===== src/hw/rtl/nale_ram.sv =====
`timescale 1ns / 1ps
// ============================================================================
// nale_ram
// Simple dual-port synchronous RAM: one write port, one registered read port.
// ============================================================================
module nale_ram #(
    parameter int WIDTH = 16,
    parameter int DEPTH = 40,
    parameter int AW    = (DEPTH > 1) ? $clog2(DEPTH) : 1
) (
    input  logic             clk,
    input  logic             we,
    input  logic [AW-1:0]    waddr,
    input  logic [WIDTH-1:0] wdata,
    input  logic [AW-1:0]    raddr,
    output logic [WIDTH-1:0] rdata
);

    logic [WIDTH-1:0] mem [DEPTH];

    always_ff @(posedge clk)
    begin
        if (we)
        begin
            mem[waddr] <= wdata;
        end
    end

    always_ff @(posedge clk)
    begin
        rdata <= mem[raddr];
    end

endmodule


===== config.mk =====
export PLATFORM = sky130hd
export DESIGN_NAME = nale_ram
export DESIGN_NICKNAME = d
export VERILOG_FILES = /design/src/hw/rtl/nale_ram.sv
export SDC_FILE = /design/constraint.sdc
export NUM_CORES = 1
export LEC_CHECK = 0
export BUFFER_PORTS_ARGS = -buffer_cell sky130_fd_sc_hd__buf_2
export CORE_MARGIN = 2
export CORE_UTILIZATION = 35
export CTS_CLUSTER_DIAMETER = 120
export DETAILED_ROUTE_END_ITERATION = 10
export GPL_ROUTABILITY_DRIVEN = 0
export PLACE_DENSITY = 0.5
export SLEW_MARGIN = 10
export SYNTH_ARGS = -nofsm -noshare
export SYNTH_HDL_FRONTEND = slang
export SYNTH_SLANG_ARGS = --single-unit

===== constraint.sdc =====
create_clock -name clk -period 4.5 [get_ports clk]
set_clock_uncertainty 0.05 [all_clocks]
set_input_delay 0 -clock clk [delete_from_list [all_inputs] [get_ports clk]]
set_output_delay 0 -clock clk [all_outputs]
set_load 0.005 [all_outputs]

After elaboration in Yosys (flattened, before gate mapping)
Memory sizes are Yosys's and may differ from the RTL's. A register that Yosys moved wholly into a read port is not among the register bits. Cells that the tools add are included.

Register bits: 0. Latch bits: 0. Bits in writable memories: 640. Bits in read-only memories: 0. Bits of input ports: 30. Word-level logic and storage cells: 3. Memories: 1.

Add/sub/neg operators: 0. $mul: 0. Divide/modulo/power cells: 0. Order comparisons: 0. Eq/ne operators: 0. Shift-type cells: 0. Multiplexer cells: 2. Bitwise operators: 0. Reductions and logical operators: 0.

Memories: mem (depth 40, bits a word 16, read ports 1, clocked after Yosys merged registers in 1, wr ports 1, line 19) `logic [WIDTH-1:0] mem [DEPTH];`.

Operators with widths (number): 1-bit two-way mux (2).

Longest topological paths before layout
Word-level depth: 2. Depth in mapped cells: 8. Gate-level depth less buffers: 5.

Worst setup path before layout
No wires, ideal clock.

Kind: input to register. From: input waddr[5]. To: memory mem[16][0], enable pin. Arrival time: 1619 ps. Setup slack: 2422 ps. Stages: 3. Path buffers: 0. Cells stage by stage: nor4bb_1 > nand2b_1 > nor3_1.

RTL lines: start, declared (line 13) `input logic [AW-1:0] waddr,`; end, declared (line 19).

Straight into the memory's write port.

==> results.json <==
{
  "synth-edff-count": 640,
  "cts_buffer_depth": 3,
  "ys.flop_type": "edfxtp_1",
  "setup_violations": 0,
  "tns_ns": 0,
  "power_density_nw_per_um2": 449.7,
  "htreeDepth": 3,
  "synthTopCellsByArea": "edfxtp_1 (75%), mux2i_1 (10%), mux4_2 (2.8%)",
  "hold_violations": 0,
  "wl_met3_um": 3962,
  "synth_area_sq_um": 25630,
  "grt_usage_pct": 16.90,
  "syn_inst": 1318,
  "sw_frac_of_total_pct": 21.66,
  "slew_headroom_pct": 25.99,
  "drc": 0,
  "synthTopCellsByCount": "edfxtp_1 (640), mux2i_1 (256), a22oi_1 (64)",
  "ys_ff_latch": 656,
  "startpoint": "raddr[2]",
  "wl_met2_um": 27790,
  "r2r_slack_ns": 2.65,
  "overflow": 0,
  "synth.yosys.warnings": 0,
  "cp-endpoint": "rdata[1]$_DFF_P_",
  "cts_tree": "yes",
  "highest_layer": "met5",
  "switching_power_mw": 2.856,
  "worst-path-max-fanout": 31,
  "grt_pass1_vias": 12432,
  "multi_input_area_sq_um": 5552,
  "r2r-start": "mem[9][14]$_DFFE_PP_",
  "dr.first_iter.drc_count": 1153,
  "synth_area_per_cell_sq_um": 19.45,
  "maxSlewViolCount": 0,
  "yosysSeqAreaShare_pct": 76.22,
  "start_util_pct": 35.26,
  "firstDrtPassIters": 5,
  "clk_latency_ns": 0.62,
  "met1_length_um": 30660,
  "syn_to_final_growth_pct": 14.33,
  "critPathArrivalTime_ns": 2.56,
  "dieWidth_um": 274.6,
  "worstReg2RegEnd": "rdata[14]$_DFF_P_",
  "pwr-share-seq_pct": 51.5,
  "fin_crit_ns": 2.143,
  "io_buffers": 45,
  "p_leak_nw": 9.904,
  "hpwl_um": 36960,
  "final_nets": 1447,
  "cts_buffers": 72,
  "async_flop_share_pct": 0,
  "cts_resized": 0,
  "core-area_sq_um": 72710,
  "startpoint_type": "primary input",
  "status": "complete, no violations",
  "required_ns": 4.91,
  "yosysUniqueCellTypes": 32,
  "core.rowCount": 99,
  "root_buffer": "clkbuf_16",
  "grt_setup_unrepaired": "no",
  "register_area_sq_um": 19540,
  "fmax_mhz": 466.6,
  "ios": 46,
  "numClockSinks": 656,
  "netlist.area_leader.share_pct": 74.97,
  "vias": 12715,
  "fillCellCount": 6522,
  "pwr-share-comb_pct": 5.1,
  "p_int_mw": 10.33,
  "critPathKind": "in2reg",
  "detail-route-antenna-nets": 0,
  "drive_gt1_share_pct": 19.59,
  "dieArea_sq_um": 75420,
  "pwr-share-clk_pct": 43.4,
  "drt-total-wl_um": 63560,
  "r2r_cells": 5,
  "maxCapViolCount": 0,
  "end_kind": "flop",
  "synth_fp_nets": 1348,
  "wl_per_cell_um": 26.09,
  "finalHoldWorstSlack_ns": 0.02206,
  "die_y_um": 274.6,
  "antenna_found_initial": 5,
  "worst_pin_slew_ns": 1.095,
  "grt_max_degree": 88,
  "synth_top_area_cell": "edfxtp_1",
  "grt_pass1_wl_um": 90800,
  "clkSlewWorstSetupHoldPaths_ns": 0.06,
  "period_share_pct": 47.63,
  "hold_path.class": "in2reg",
  "yosysMostFrequentCell": "edfxtp_1",
  "avgViaCountPerCell": 5.220,
  "ir_worst_vdd_mv": 0.2452
}
## metrics by stage
stage	power (mW)	area [sq um]	setup slack, ns	utilization, %	std cells
final	13.18	29310	2.357	40.31	2436
after global routing	13.58	29300	2.292	40.30	2434
after CTS	13.31	29300	2.307	40.30	2434
after detailed placement	7.598	26980	1.644	37.10	2298
after global placement	7.590	26980	1.700	37.10	2298
after floorplan	7.293	25630	2.422	-	1318
## registers in the layout, indices dropped and copies added (netlist names)
name	count
rdata	16
mem	640
## worst max-delay path: stages
cell      delay, ns
buf_2          0.16
buf_4          0.33
and2_2         0.87
buf_4          0.33
a221oi_1       0.10
o22ai_1        0.54
o41ai_2        0.19
## worst min-delay path by stage
stage                                  from                    end  slack, ns  cells after the start
after CTS                          wdata[1]   mem[25][1]$_DFFE_PP_      0.006                      1
final                              wdata[1]   mem[10][1]$_DFFE_PP_       0.02                      1
after global placement    rdata[11]$_DFF_P_              rdata[11]       0.37                      1
after floorplan                    wdata[0]    mem[0][0]$_DFFE_PP_       0.05                      0
after detailed placement  rdata[11]$_DFF_P_              rdata[11]       0.37                      1
after global routing              wdata[15]  mem[10][15]$_DFFE_PP_       0.06                      1
## repair_timing
action	4_1_cts	5_1_grt
setup buffers	0	0
endpoints found under the hold margin	30	0
hold buffers	4	0
## routing by layer
metal	global-route usage [%]	vias to the layer above
met5	0	-
met2	24.57	370
li1	-	5609
met4	4.519	8
met1	25.51	6650
met3	3.666	78
## kinds of logic after synthesis
kind of cell / after synthesis / share of synthesized area [%]
AO/OA/AOI/OAI: 192 / 6.506
flip-flops: 656 / 76.22
AND/OR/NAND/NOR: 87 / 1.508
buffers and inverters: 79 / 2.255
multiplexers: 304 / 13.51
## power groups by stage
stage	Combinational [mW]	Sequential (mW)	Clock [mW]
floorplan	0.390	6.90	0
global placement	0.674	6.92	0
detailed placement	0.682	6.92	0
CTS	0.686	6.79	5.84
global route	0.723	6.79	6.07
finish	0.676	6.79	5.72
## cells in the final DEF, fill, tap and decap left out, types with 2 or more instances in the layout
master / count
inv_6: 3
nor3_2: 2
dlygate4sd3_1: 4
a221oi_1: 15
buf_4: 52
clkinv_1: 20
nor2_1: 39
nor2b_1: 3
o41ai_2: 16
clkbuf_16: 73
clkinv_2: 12
clkbuf_1: 13
o22ai_1: 16
buf_12: 3
edfxtp_1: 640
mux2_2: 16
a21oi_1: 32
nand3_1: 4
clkinv_8: 2
mux2i_1: 256
bufinv_16: 6
a221oi_2: 17
buf_2: 44
a22oi_1: 64
a22o_1: 32
nor2b_4: 2
mux4_2: 32
dfxtp_1: 16
diode_2: 2
nand2_1: 23
nand2b_1: 5
## cell type report
class	count	area share, %
multi-input cells	583	18.94
clock buffers	86	6.400
flip-flops and latches	656	66.67
repair buffers	104	2.476
diodes	2	0.01708
well taps	959	4.094
clock inverters	46	1.400
(Power assumes the default switching activity.)
