## src/hw/rtl/nale_pkg.sv

```systemverilog
`timescale 1ns / 1ps
// ============================================================================
// nale_pkg
// Shared constants, widths and types of the NLMS adaptive line enhancer.
// ============================================================================
package nale_pkg;

    localparam int TAPS  = 40;
    localparam int DELAY = 50;

    localparam int SAMPLE_W = 16;
    localparam int WEIGHT_W = 24;
    localparam int ENERGY_W = 38;
    localparam int CFG_W    = 16;
    localparam int CFG_IDX_W = 8;

    localparam int DA_W  = (DELAY > 1) ? $clog2(DELAY) : 1;
    localparam int TA_W  = (TAPS > 1) ? $clog2(TAPS) : 1;
    localparam int CLR_N = (DELAY > TAPS) ? DELAY : TAPS;
    localparam int CLR_W = $clog2(CLR_N + 1);

    // Products of a weight and a tap are 40 bits; the sum grows with the tap count.
    localparam int PROD_W = 56;
    localparam int ACC_W  = WEIGHT_W + SAMPLE_W + TA_W + 1;

    localparam int QUOT_W    = 40;
    localparam int DVD_W     = 56;
    localparam int DEN_W     = ENERGY_W + 1;
    localparam int DIV_STEPS = DVD_W;
    localparam int DIV_CNT_W = $clog2(DIV_STEPS);

    localparam logic [CFG_IDX_W-1:0] REG_STEP_SIZE   = 8'd0;
    localparam logic [CFG_IDX_W-1:0] REG_REGULARIZER = 8'd1;

    localparam logic [CFG_W-1:0] STEP_SIZE_RST   = 16'd1966;
    localparam logic [CFG_W-1:0] REGULARIZER_RST = 16'd1;

    typedef struct packed {
        logic busy;
        logic done;
    } div_status_t;

endpackage

```

## src/hw/rtl/nale_div.sv

```systemverilog
`timescale 1ns / 1ps
// ============================================================================
// nale_div
// Restoring unsigned divider, one quotient bit per cycle, saturated result.
// ============================================================================
module nale_div (
    input  logic                           clk,
    input  logic                           rst_n,
    input  logic                           start,
    input  logic [nale_pkg::DVD_W-1:0]     dividend,
    input  logic [nale_pkg::DEN_W-1:0]     divisor,
    output logic [nale_pkg::QUOT_W-1:0]    quotient,
    output nale_pkg::div_status_t          status
);
    import nale_pkg::*;

    logic [DVD_W-1:0]     dvd_reg;
    logic [DVD_W-1:0]     quo_reg;
    logic [DEN_W-1:0]     den_reg;
    logic [DEN_W-1:0]     rem_reg;
    logic [DIV_CNT_W-1:0] cnt_reg;
    logic                 busy_reg;
    logic                 done_reg;
    logic [DEN_W:0]       trial;
    logic                 fits;

    assign trial = {rem_reg, dvd_reg[DVD_W-1]};
    assign fits  = (trial >= {1'b0, den_reg});

    always_ff @(posedge clk or negedge rst_n)
    begin
        if (!rst_n)
        begin
            dvd_reg  <= '0;
            quo_reg  <= '0;
            den_reg  <= '0;
            rem_reg  <= '0;
            cnt_reg  <= '0;
            busy_reg <= 1'b0;
            done_reg <= 1'b0;
        end
        else
        begin
            done_reg <= 1'b0;
            if (start)
            begin
                dvd_reg  <= dividend;
                den_reg  <= divisor;
                quo_reg  <= '0;
                rem_reg  <= '0;
                cnt_reg  <= '0;
                busy_reg <= 1'b1;
            end
            else if (busy_reg)
            begin
                dvd_reg <= {dvd_reg[DVD_W-2:0], 1'b0};
                quo_reg <= {quo_reg[DVD_W-2:0], fits};
                // The remainder stays below the divisor, so it fits in DEN_W bits.
                if (fits)
                begin
                    rem_reg <= DEN_W'(trial - {1'b0, den_reg});
                end
                else
                begin
                    rem_reg <= trial[DEN_W-1:0];
                end
                cnt_reg <= cnt_reg + 1'b1;
                if (cnt_reg == DIV_CNT_W'(DIV_STEPS - 1))
                begin
                    busy_reg <= 1'b0;
                    done_reg <= 1'b1;
                end
            end
        end
    end

    assign quotient = (|quo_reg[DVD_W-1:QUOT_W-1]) ? {1'b0, {(QUOT_W-1){1'b1}}}
                                                    : quo_reg[QUOT_W-1:0];
    assign status.busy = busy_reg;
    assign status.done = done_reg;

endmodule

```

## config.mk

```make
export PLATFORM = sky130hd
export DESIGN_NAME = nale_div
export DESIGN_NICKNAME = d
export VERILOG_FILES = /design/src/hw/rtl/nale_pkg.sv /design/src/hw/rtl/nale_div.sv
export SDC_FILE = /design/constraint.sdc
export NUM_CORES = 1
export LEC_CHECK = 0
export BUFFER_PORTS_ARGS = -buffer_cell sky130_fd_sc_hd__clkbuf_2
export CAP_MARGIN = 0
export CELL_PAD_IN_SITES_DETAIL_PLACEMENT = 0
export CELL_PAD_IN_SITES_GLOBAL_PLACEMENT = 2
export CORE_UTILIZATION = 30
export CTS_CLUSTER_SIZE = 28
export DETAILED_ROUTE_END_ITERATION = 6
export PLACE_DENSITY = 0.66
export SYNTH_ARGS = -nofsm -noshare
export SYNTH_HDL_FRONTEND = slang
export SYNTH_SLANG_ARGS = --single-unit
```

## constraint.sdc

```tcl
create_clock -name clk -period 8.8 [get_ports clk]
set_input_delay 1.76 -clock clk [delete_from_list [all_inputs] [get_ports clk]]
set_output_delay 1.76 -clock clk [all_outputs]
set_load 0.005 [all_outputs]
```

Word-level counts from Yosys, hierarchy flattened --
Index checks and enable logic that the tools add are counted.
Storage, ports and cells: register bits 198, output and inout port bits 42, bits of input ports 98
Cells by class: muxes and demuxes 16, add/subtract/negate cells 2, eq/ne operators 1, reduce and logical (&&, ||, !) cells 2, $lt $le $gt $ge 1
Operator list (number):
- $mux 56 | 4
- $mux 39 | 3
- $ge 40x39->1 | 1
- $mux 40 | 1
- $sub 39x39->39 | 1
- $reduce_or 17->1 | 1
- $mux 6 | 2
- $add 6x1->6 const B | 1
- $eq 6x6->1 const B | 1
- $mux 1 | 6
- $reduce_bool 2->1 | 1

Longest topological paths before layout --
Gate-level depths: netlist of run 1.
word-level depth 4, gate-level depth with buffers 13

Worst setup path after synthesis of run 1 --
No wires, ideal clock.
kind register to output, start point register quo_reg[44], end point output port quotient[29] in the netlist's numbering, path slack 5.322 ns, path buffers 2, stages on the path, launching flop included 7, arrival 1.718 ns, cells stage by stage dfrtp_1 -> nor4_1 -> nand4_1 -> nor4_1 -> clkbuf_1 -> clkbuf_1 -> nand2b_1
Between the ends: cells in the longest elaborated chain, start to end 2
RTL lines:
- from (decl) | line nale_div.sv:18 | logic [DVD_W-1:0] quo_reg;
- from (signal assigned) | line nale_div.sv:57 | quo_reg <= {quo_reg[DVD_W-2:0], fits};
- $reduce_or 17->1 | line nale_div.sv:77 | assign quotient = (|quo_reg[DVD_W-1:QUOT_W-1]) ? {1'b0, {(QUOT_W-1){1'b1}}}
- $mux 40 | line nale_div.sv:77
- to (decl) | line nale_div.sv:12 | output logic [nale_pkg::QUOT_W-1:0] quotient,
No other way between the ends.

Worst setup path in the final report of run 1 --
start point register quo_reg[53], end point output port quotient[38] in the netlist's numbering
The elaborated chain is that of the path after synthesis.

==> out/qor.csv, run 1 <==
metric,value,unit
Register-to-Register Path Depth,13,
Worst Path Required,7040,ps
Setup crit start,quo_reg[53],
Final Wtd Congestion,0.812,
GR Util All Layers,0.156,
drt drc,0,
vias in the first global route,9066,
Lkg Pwr,6.98,nW
synth top area cells,"dfrtp_1 44%, mux2i_1 10%, o21ai_0 5.7%",
first-pass GRT wire length,48.4,mm
syn_area_per_cell,9.16,µm²
Tot Pwr,3.21,mW
endpoints failing hold,0,
max-cap violations,0,
Pins Over Slew Limit,64,
final core utilization,0.351,
post-CTS setup buffer count,0,
worst clock skew,13.7,ps
io pins,140,
min-delay worst type,reg2reg,
CP Cell Sequence,nor4_1 -> nand4_1 -> nor4_2 -> buf_4 -> nand2b_1 -> clkbuf_2,
Post-synth EDFFs,0,
top-area cell type share of the netlist area,0.436,
yosys warns,0,
#FFs+latches synth,198,
Synth Instances,1240,
largest net degree at the start of global routing,179,
vias per inst,4.81,
Worst EP arrival,2190,ps
met1 usage,0.220,
Clock Latency Late Sink,450,ps
HPWL Detailed,19.7,mm
PortBufs,138,
GR Layer Usage met3,0.0334,
Antenna Violating Nets Remaining,0,
Max Freq,253,MHz
chip width,197,µm
slew margin rel.,-0.0535,
final wirelength,29.0,mm
switching power,1.28,mW
Synth cell types,68,
post-cts resize count,0,
most frequent cells in the layout,"197 x dfrtp_1, 150 x nand2_1, 136 x clkbuf_2",
routed via count,8835,
combinational share of power,0.413,
Final period util,0.449,
Critical Path Fanout Max,39,
CP peak stage delay,400,ps
Layout fillers,3937,
DRT iter0 DRCs,402,
hold_buf cts,0,
Die ar.,38600,µm²
Crit path buffers/inverters,2,
Die H,197,µm
RSZ-0062 raised after global routing,no,
"most common cell after layout, fill and taps aside",dfrtp_1,
worst reg2reg startpoint,dvd_reg[55],
Hold Crit Start,den_reg[0],
asr flop ratio synth,1.00,
antenna violations before repair,2,
Root Buffer,clkbuf_16,
startpoint types,flop,
clock net sink count,198,
Sequential Power Share,0.342,
Clk pwr share,0.245,
wire length per cell,15.8,µm
DRT Pass-1 Iters,4,
Antenna diodes,0,
"Clk pin slew, worst setup/hold paths",80,ps
ys flop type,dfrtp_1,
busiest grt layer,met2,
CTS Buf Count,17,
"Seq/Total Area, Yosys",0.436,
leading area contributor after synthesis,dfrtp_1,
worst hold path depth,1,
Worst Max-Slew Pin Slew,1580,ps
Worst Hold End,den_reg[0],
CTS tree,yes,
CTS Buffer Depth,2,
Post-Synthesis Cell Area,11400,µm²
Crit Reg-Reg Endpoint,rem_reg[28],
Pwr Density,248,nW/µm²
met2 Use GR,0.241,
worst reg2reg setup slack,4970,ps
Mapped Nets,1379,
Sum Neg Setup Slack,0,ps
failing checks,max-slew violations,
status,finished with violations,
share of layout cells above drive strength 1,0.156,
grt ovf,0,
CP Class,reg2out,
starting density of the core,0.307,
# nets final,1459,
Internal,1.94,mW
Tmin final,3950,ps
deepest level of the CTS H-tree,4,
Sw Share,0.397,
cell family with most CP delay,simple AND/OR/NAND/NOR gates,
Peak VDD IR,0.000148,V
type of destination of the critical path,output port,
FP Rows,70,
Crit-path slowest cell,dfrtp_1,
Core ar.,37000,µm²
Layout Area Growth over Synthesis,14.2,%
Final Setup Violations,0,
## kinds of logic (layout without fill, tap and decap cells)
kind of cell	Yosys count	count (layout)	synth area share
adders and majority gates	41	41	0.0458
buffers and inverters	139	232	0.0517
other	1	1	0.000330
muxes	122	122	0.108
DFF	198	198	0.436
and+or+nand+nor	397	397	0.159
xor gates and xnor gates	32	32	0.0247
AOI/OAI and AO/OA	310	310	0.174
## Yosys cell counts, types with 4 or more instances
cell type / number
nand2b_1: 43
nor2b_1: 4
xor2_1: 17
mux2i_1: 118
dfrtp_1: 198
a211oi_1: 19
nor3_1: 14
o211a_1: 7
xnor2_1: 15
nor4_1: 7
buf_1: 9
o21a_1: 7
o211ai_1: 10
a211oi_2: 8
a21o_1: 12
nand3_1: 4
o221ai_1: 5
nor3b_1: 4
inv_1: 53
and3_1: 15
clkbuf_1: 59
a21oi_1: 61
ha_1: 40
mux2_2: 4
o21ai_0: 130
buf_2: 7
nand4_1: 21
o21bai_1: 9
nor2_1: 123
a21oi_2: 7
buf_4: 6
nand2_1: 150
a41oi_1: 4
## through the flow
step	cell area, µm²	hold WS [ps]	instances	worst slack (ps)
floorplan	11400	485	1240	5320
global placement	12400	493	1805	5010
detailed placement	12400	507	1805	4940
CTS	13000	523	1837	4770
global route	13000	550	1837	4610
finish	13000	516	1837	4850
## per-layer routing
| metal | part of all wire | wire length (µm) | up-vias |
|---|---|---|---|
| met5 | 0.00083 | 24 | - |
| met4 | 0.011 | 321 | 4 |
| met3 | 0.037 | 1070 | 22 |
| met2 | 0.44 | 12800 | 130 |
| met1 | 0.51 | 14800 | 4191 |
| li1 | - | - | 4488 |
## power groups by stage
stage               registers (mW)  clock network [mW]  logic (mW)
floorplan                     1.09                   0        1.06
global placement              1.12                   0        1.35
detailed placement            1.12                   0        1.34
CTS                           1.10               0.824        1.35
global route                  1.12               0.856        1.50
finish                        1.10               0.786        1.33
## final cells by class
class                      instances  area (µm²)  share of cell area
timing repair buffer             146         781              0.0602
clock inverter                    11         110             0.00848
tap                              504         631              0.0486
sequential                       198        4960               0.382
clock buffer                      21         470              0.0363
multi-input combinational        903        5820               0.449
inverter                          54         203              0.0156
## worst max-delay path by stage
stage                         to  slack [ps]  depth (start not counted)
CTS                 quotient[38]        4770                          6
finish              quotient[38]        4850                          6
detailed placement   rem_reg[29]        4940                         13
global route        quotient[30]        4610                          6
global placement     rem_reg[25]        5010                         13
floorplan           quotient[29]        5320                          6
No activity file was read; power rests on OpenSTA's default activity.
==> run 2, diff against run 1 <==
- clock period: 8.8 -> 3.95 ns (I/O delays scaled with it)
==> out/qor.csv, run 2 (synthesized netlist as in run 1, its figures left out) <==
metric,value,unit
worst clock skew,14.9,ps
Pins Over Slew Limit,0,
slew margin rel.,0.360,
GR Util All Layers,0.156,
post-CTS setup buffer count,0,
worst reg2reg startpoint,dvd_reg[55],
post-placement cell count,1811,
starting density of the core,0.307,
Clock Latency Late Sink,460,ps
share of layout cells above drive strength 1,0.161,
# nets final,1465,
DRT iter0 DRCs,483,
cell area after layout,13100,µm²
Layout Area Growth over Synthesis,15.0,%
min-delay worst type,in2async,
Max Freq,294,MHz
Critical Path Fanout Max,37,
Placement Setup Slack,556,ps
Lkg Pwr,7.03,nW
most frequent cells in the layout,"197 x dfrtp_1, 150 x nand2_1, 136 x clkbuf_2",
largest net degree at the start of global routing,159,
Core ar.,37000,µm²
post-cts resize count,0,
Peak VDD IR,0.000375,V
drt drc,0,
Die ar.,38600,µm²
Worst Path Required,4270,ps
Tmin final,3400,ps
deepest level of the CTS H-tree,4,
CP Cell Sequence,inv_1 -> ha_1 -> inv_1 -> fa_1 -> a21o_1 -> a221oi_2 -> o21a_1 -> a221oi_2 -> a211oi_4 -> buf_4 -> mux2_2 -> mux2i_1 -> nor2_1,
Sum Neg Setup Slack,0,ps
wire length per cell,15.6,µm
CTS Buffer Depth,2,
CTS Buf Count,17,
Crit path buffers/inverters,3,
Final period util,0.862,
Worst Slack Setup Final,546,ps
max-cap violations,0,
vias per inst,4.80,
clock net sink count,198,
"most common cell after layout, fill and taps aside",dfrtp_1,
Root Buffer,clkbuf_16,
Final Setup Violations,0,
Crit Reg-Reg Endpoint,rem_reg[2],
cell family with most CP delay,compound AO/OA/AOI/OAI gates,
HPWL Detailed,20.1,mm
first-pass GRT wire length,48.4,mm
"Clk pin slew, worst setup/hold paths",80,ps
area post-placement,12500,µm²
endpoints failing hold,0,
routed via count,8846,
PortBufs,138,
Die H,197,µm
Tot Pwr,7.28,mW
"non-filler cells, final",1843,
Antenna diodes,0,
antenna violations before repair,0,
io pins,140,
worst reg2reg setup slack,550,ps
DRT Pass-1 Iters,5,
startpoint types,flop,
Worst Max-Slew Pin Slew,960,ps
chip width,197,µm
grt ovf,0,
final wirelength,28.8,mm
Antenna Violating Nets Remaining,0,
type of destination of the critical path,flop,
CTS tree,yes,
Pwr Density,557,nW/µm²
Crit-path slowest cell,buf_4,
Worst EP arrival,3720,ps
RSZ-0062 raised after global routing,no,
FP Rows,70,
CP Class,reg2reg,
Final Wtd Congestion,0.793,
CP peak stage delay,440,ps
status,"finished, final reports clean",
vias in the first global route,9082,
hold_buf cts,0,
Register-to-Register Path Depth,13,
[run 2: cell count changes in the layout (fill, tap and decap cells not counted), sizes merged]
cell and change:
clkbuf -4, clkinvlp -1, buf +6, bufinv +1, inv +4
[run 2: power by group]
group,switching [mW],internal (mW)
Clock,0.914,0.911
Sequential,0.176,2.27
Combinational,1.83,1.18
Total,2.92,4.37
[run 2: worst max path at each step]
stage / startpoint / end / cells after the start
detailed placement: dvd_reg[55] / rem_reg[2] / 13
global route: dvd_reg[55] / rem_reg[2] / 13
floorplan: dvd_reg[55] / rem_reg[34] / 12
finish: dvd_reg[55] / rem_reg[2] / 13
CTS: dvd_reg[55] / rem_reg[2] / 13
global placement: dvd_reg[55] / rem_reg[2] / 13
[run 2: stage by stage]
step                      hold WS [ps]   util
after global placement             497  0.337
after global routing               355  0.354
after floorplan                    485      -
after CTS                          331  0.354
after detailed placement           504  0.337
final                              311  0.354
[run 2: layout make-up]
| cell class | instances | area (µm²) |
|---|---|---|
| multi-input cells | 903 | 5820 |
| flip-flops and latches | 198 | 4960 |
| well taps | 504 | 631 |
| clock buffers | 17 | 425 |
| repair buffers | 152 | 851 |
| clock inverters | 15 | 175 |
| inverters | 54 | 203 |
| fillers | 3937 | 23900 |
[run 2: routing by layer]
layer / part of all wire / routed length [µm] / track usage / vias to the layer above
li1: - / - / - / 4487
met1: 0.51 / 14600 / 0.219 / 4203
met3: 0.038 / 1090 / 0.0341 / 12
met4: 0.0077 / 222 / 0.0367 / 0
met2: 0.45 / 12900 / 0.243 / 144
met5: 0 / 0 / 0 / -
[run 2: worst register-to-register path: stages (launching register included)]
cell	delay (ps)
dfrtp_1	400
inv_1	70
ha_1	150
inv_1	50
fa_1	390
a21o_1	230
a221oi_2	390
o21a_1	240
a221oi_2	90
a211oi_4	260
buf_4	440
mux2_2	400
mux2i_1	130
nor2_1	50
==> run 3, diff against run 2 <==
- CELL_PAD_IN_SITES_DETAIL_PLACEMENT: 0 -> default
- CELL_PAD_IN_SITES_GLOBAL_PLACEMENT: 2 -> default
- PLACE_DENSITY: 0.66 -> 0.45
==> out/qor.csv, run 3 (synthesized netlist as in run 1, its figures left out) <==
metric,value,unit
Root Buffer,clkbuf_16,
Lkg Pwr,7.01,nW
Antenna diodes,0,
worst clock skew,19.3,ps
CP Class,reg2reg,
GR Util All Layers,0.157,
Sequential Power Share,0.337,
status,"finished, final reports clean",
Final Wtd Congestion,0.842,
HPWL Detailed,19.6,mm
Hold Slack,364,ps
switching power,2.91,mW
starting density of the core,0.307,
DRT Pass-1 Iters,5,
Clk pwr share,0.249,
Die H,197,µm
largest net degree at the start of global routing,219,
Register-to-Register Path Depth,14,
Max Used Layer,met4,
Met3 Wirelength,1.31,mm
PortBufs,138,
DRT iter0 DRCs,453,
Worst Slack Setup Final,529,ps
# nets final,1465,
Core ar.,37000,µm²
CTS Buf Count,17,
Final Setup Violations,0,
chip width,197,µm
slew margin rel.,0.365,
Pins Over Slew Limit,0,
Tot Pwr,7.28,mW
final wirelength,29.0,mm
wire length per cell,15.7,µm
Internal,4.37,mW
type of destination of the critical path,flop,
routed length on met1,14.3,mm
Final period util,0.866,
drt drc,0,
endpoints failing hold,0,
Tmin final,3420,ps
"most common cell after layout, fill and taps aside",dfrtp_1,
grt ovf,0,
clock net sink count,198,
Sw Share,0.400,
min-delay worst type,in2async,
Clock Latency Late Sink,470,ps
Worst Max-Slew Pin Slew,953,ps
vias per inst,4.82,
share of layout cells above drive strength 1,0.160,
hold_buf cts,0,
post-CTS setup buffer count,0,
Antenna Violating Nets Remaining,0,
antenna violations before repair,0,
Worst Path Required,4280,ps
CTS tree,yes,
Placement Setup Slack,549,ps
FP Rows,70,
combinational share of power,0.414,
deepest level of the CTS H-tree,4,
Max Freq,292,MHz
RSZ-0062 raised after global routing,no,
final core utilization,0.353,
worst reg2reg setup slack,530,ps
Pwr Density,558,nW/µm²
startpoint types,flop,
routed via count,8875,
"Clk pin slew, worst setup/hold paths",80,ps
WL met2,13.1,mm
Worst EP arrival,3750,ps
most frequent cells in the layout,"197 x dfrtp_1, 150 x nand2_1, 136 x clkbuf_2",
first-pass GRT wire length,48.4,mm
Critical Path Fanout Max,19,
max-cap violations,0,
vias in the first global route,9126,
post-cts resize count,0,
Sum Neg Setup Slack,0,ps
Peak VDD IR,0.000355,V
Layout Area Growth over Synthesis,14.9,%
io pins,140,
CTS Buffer Depth,2,
Die ar.,38600,µm²
## run 3: worst max-delay path, cell delays in order (launching register included)
cell and delay [ps]:
dfrtp_1 400, inv_1 60, ha_1 160, inv_1 50
fa_1 400, a21o_1 220, a221oi_2 420, o21a_1 250
a221oi_2 90, a211oi_4 260, buf_4 320, buf_4 290
nor2_1 70, a211oi_1 200, nor3_1 70
## run 3: metal layers
| metal | vias up | GRT usage |
|---|---|---|
| met3 | 23 | 0.0378 |
| met5 | - | 0 |
| met4 | 0 | 0.0411 |
| met1 | 4218 | 0.214 |
| met2 | 151 | 0.248 |
| li1 | 4483 | - |
## run 3: final cells by class
| class | count | area (µm²) |
|---|---|---|
| clock inverter | 14 | 165 |
| clock buffer | 18 | 429 |
| timing repair buffer | 152 | 838 |
| fill | 3898 | 23900 |
| inverter | 54 | 203 |
| tap | 504 | 631 |
| multi-input combinational | 903 | 5820 |
| sequential | 198 | 4960 |
## run 3: stage by stage
step	std cells	cell area [µm²]
2_1_floorplan	1240	11400
3_3_place_gp	1811	12500
3_5_place_dp	1811	12500
4_1_cts	1843	13000
5_1_grt	1843	13000
6_report	1843	13000
## run 3: path summary, 6_finish.rpt
path | start | endpoint
worst max-delay path | dvd_reg[55] | rem_reg[10]
worst min-delay path | rst_n | den_reg[19]
worst max register to register | dvd_reg[55] | rem_reg[10]
worst min register to register | den_reg[0] | den_reg[0]
max in group asynchronous | rst_n | dvd_reg[24]
min in group clk | divisor[13] | den_reg[13]
## run 3: power by group through the flow
stage	clock [mW]	combinational (mW)	sequential, mW
after floorplan	0	2.36	2.43
after global placement	0	3.01	2.49
after detailed placement	0	3.01	2.49
after CTS	1.88	3.03	2.45
after global routing	1.97	3.38	2.48
final	1.81	3.01	2.45
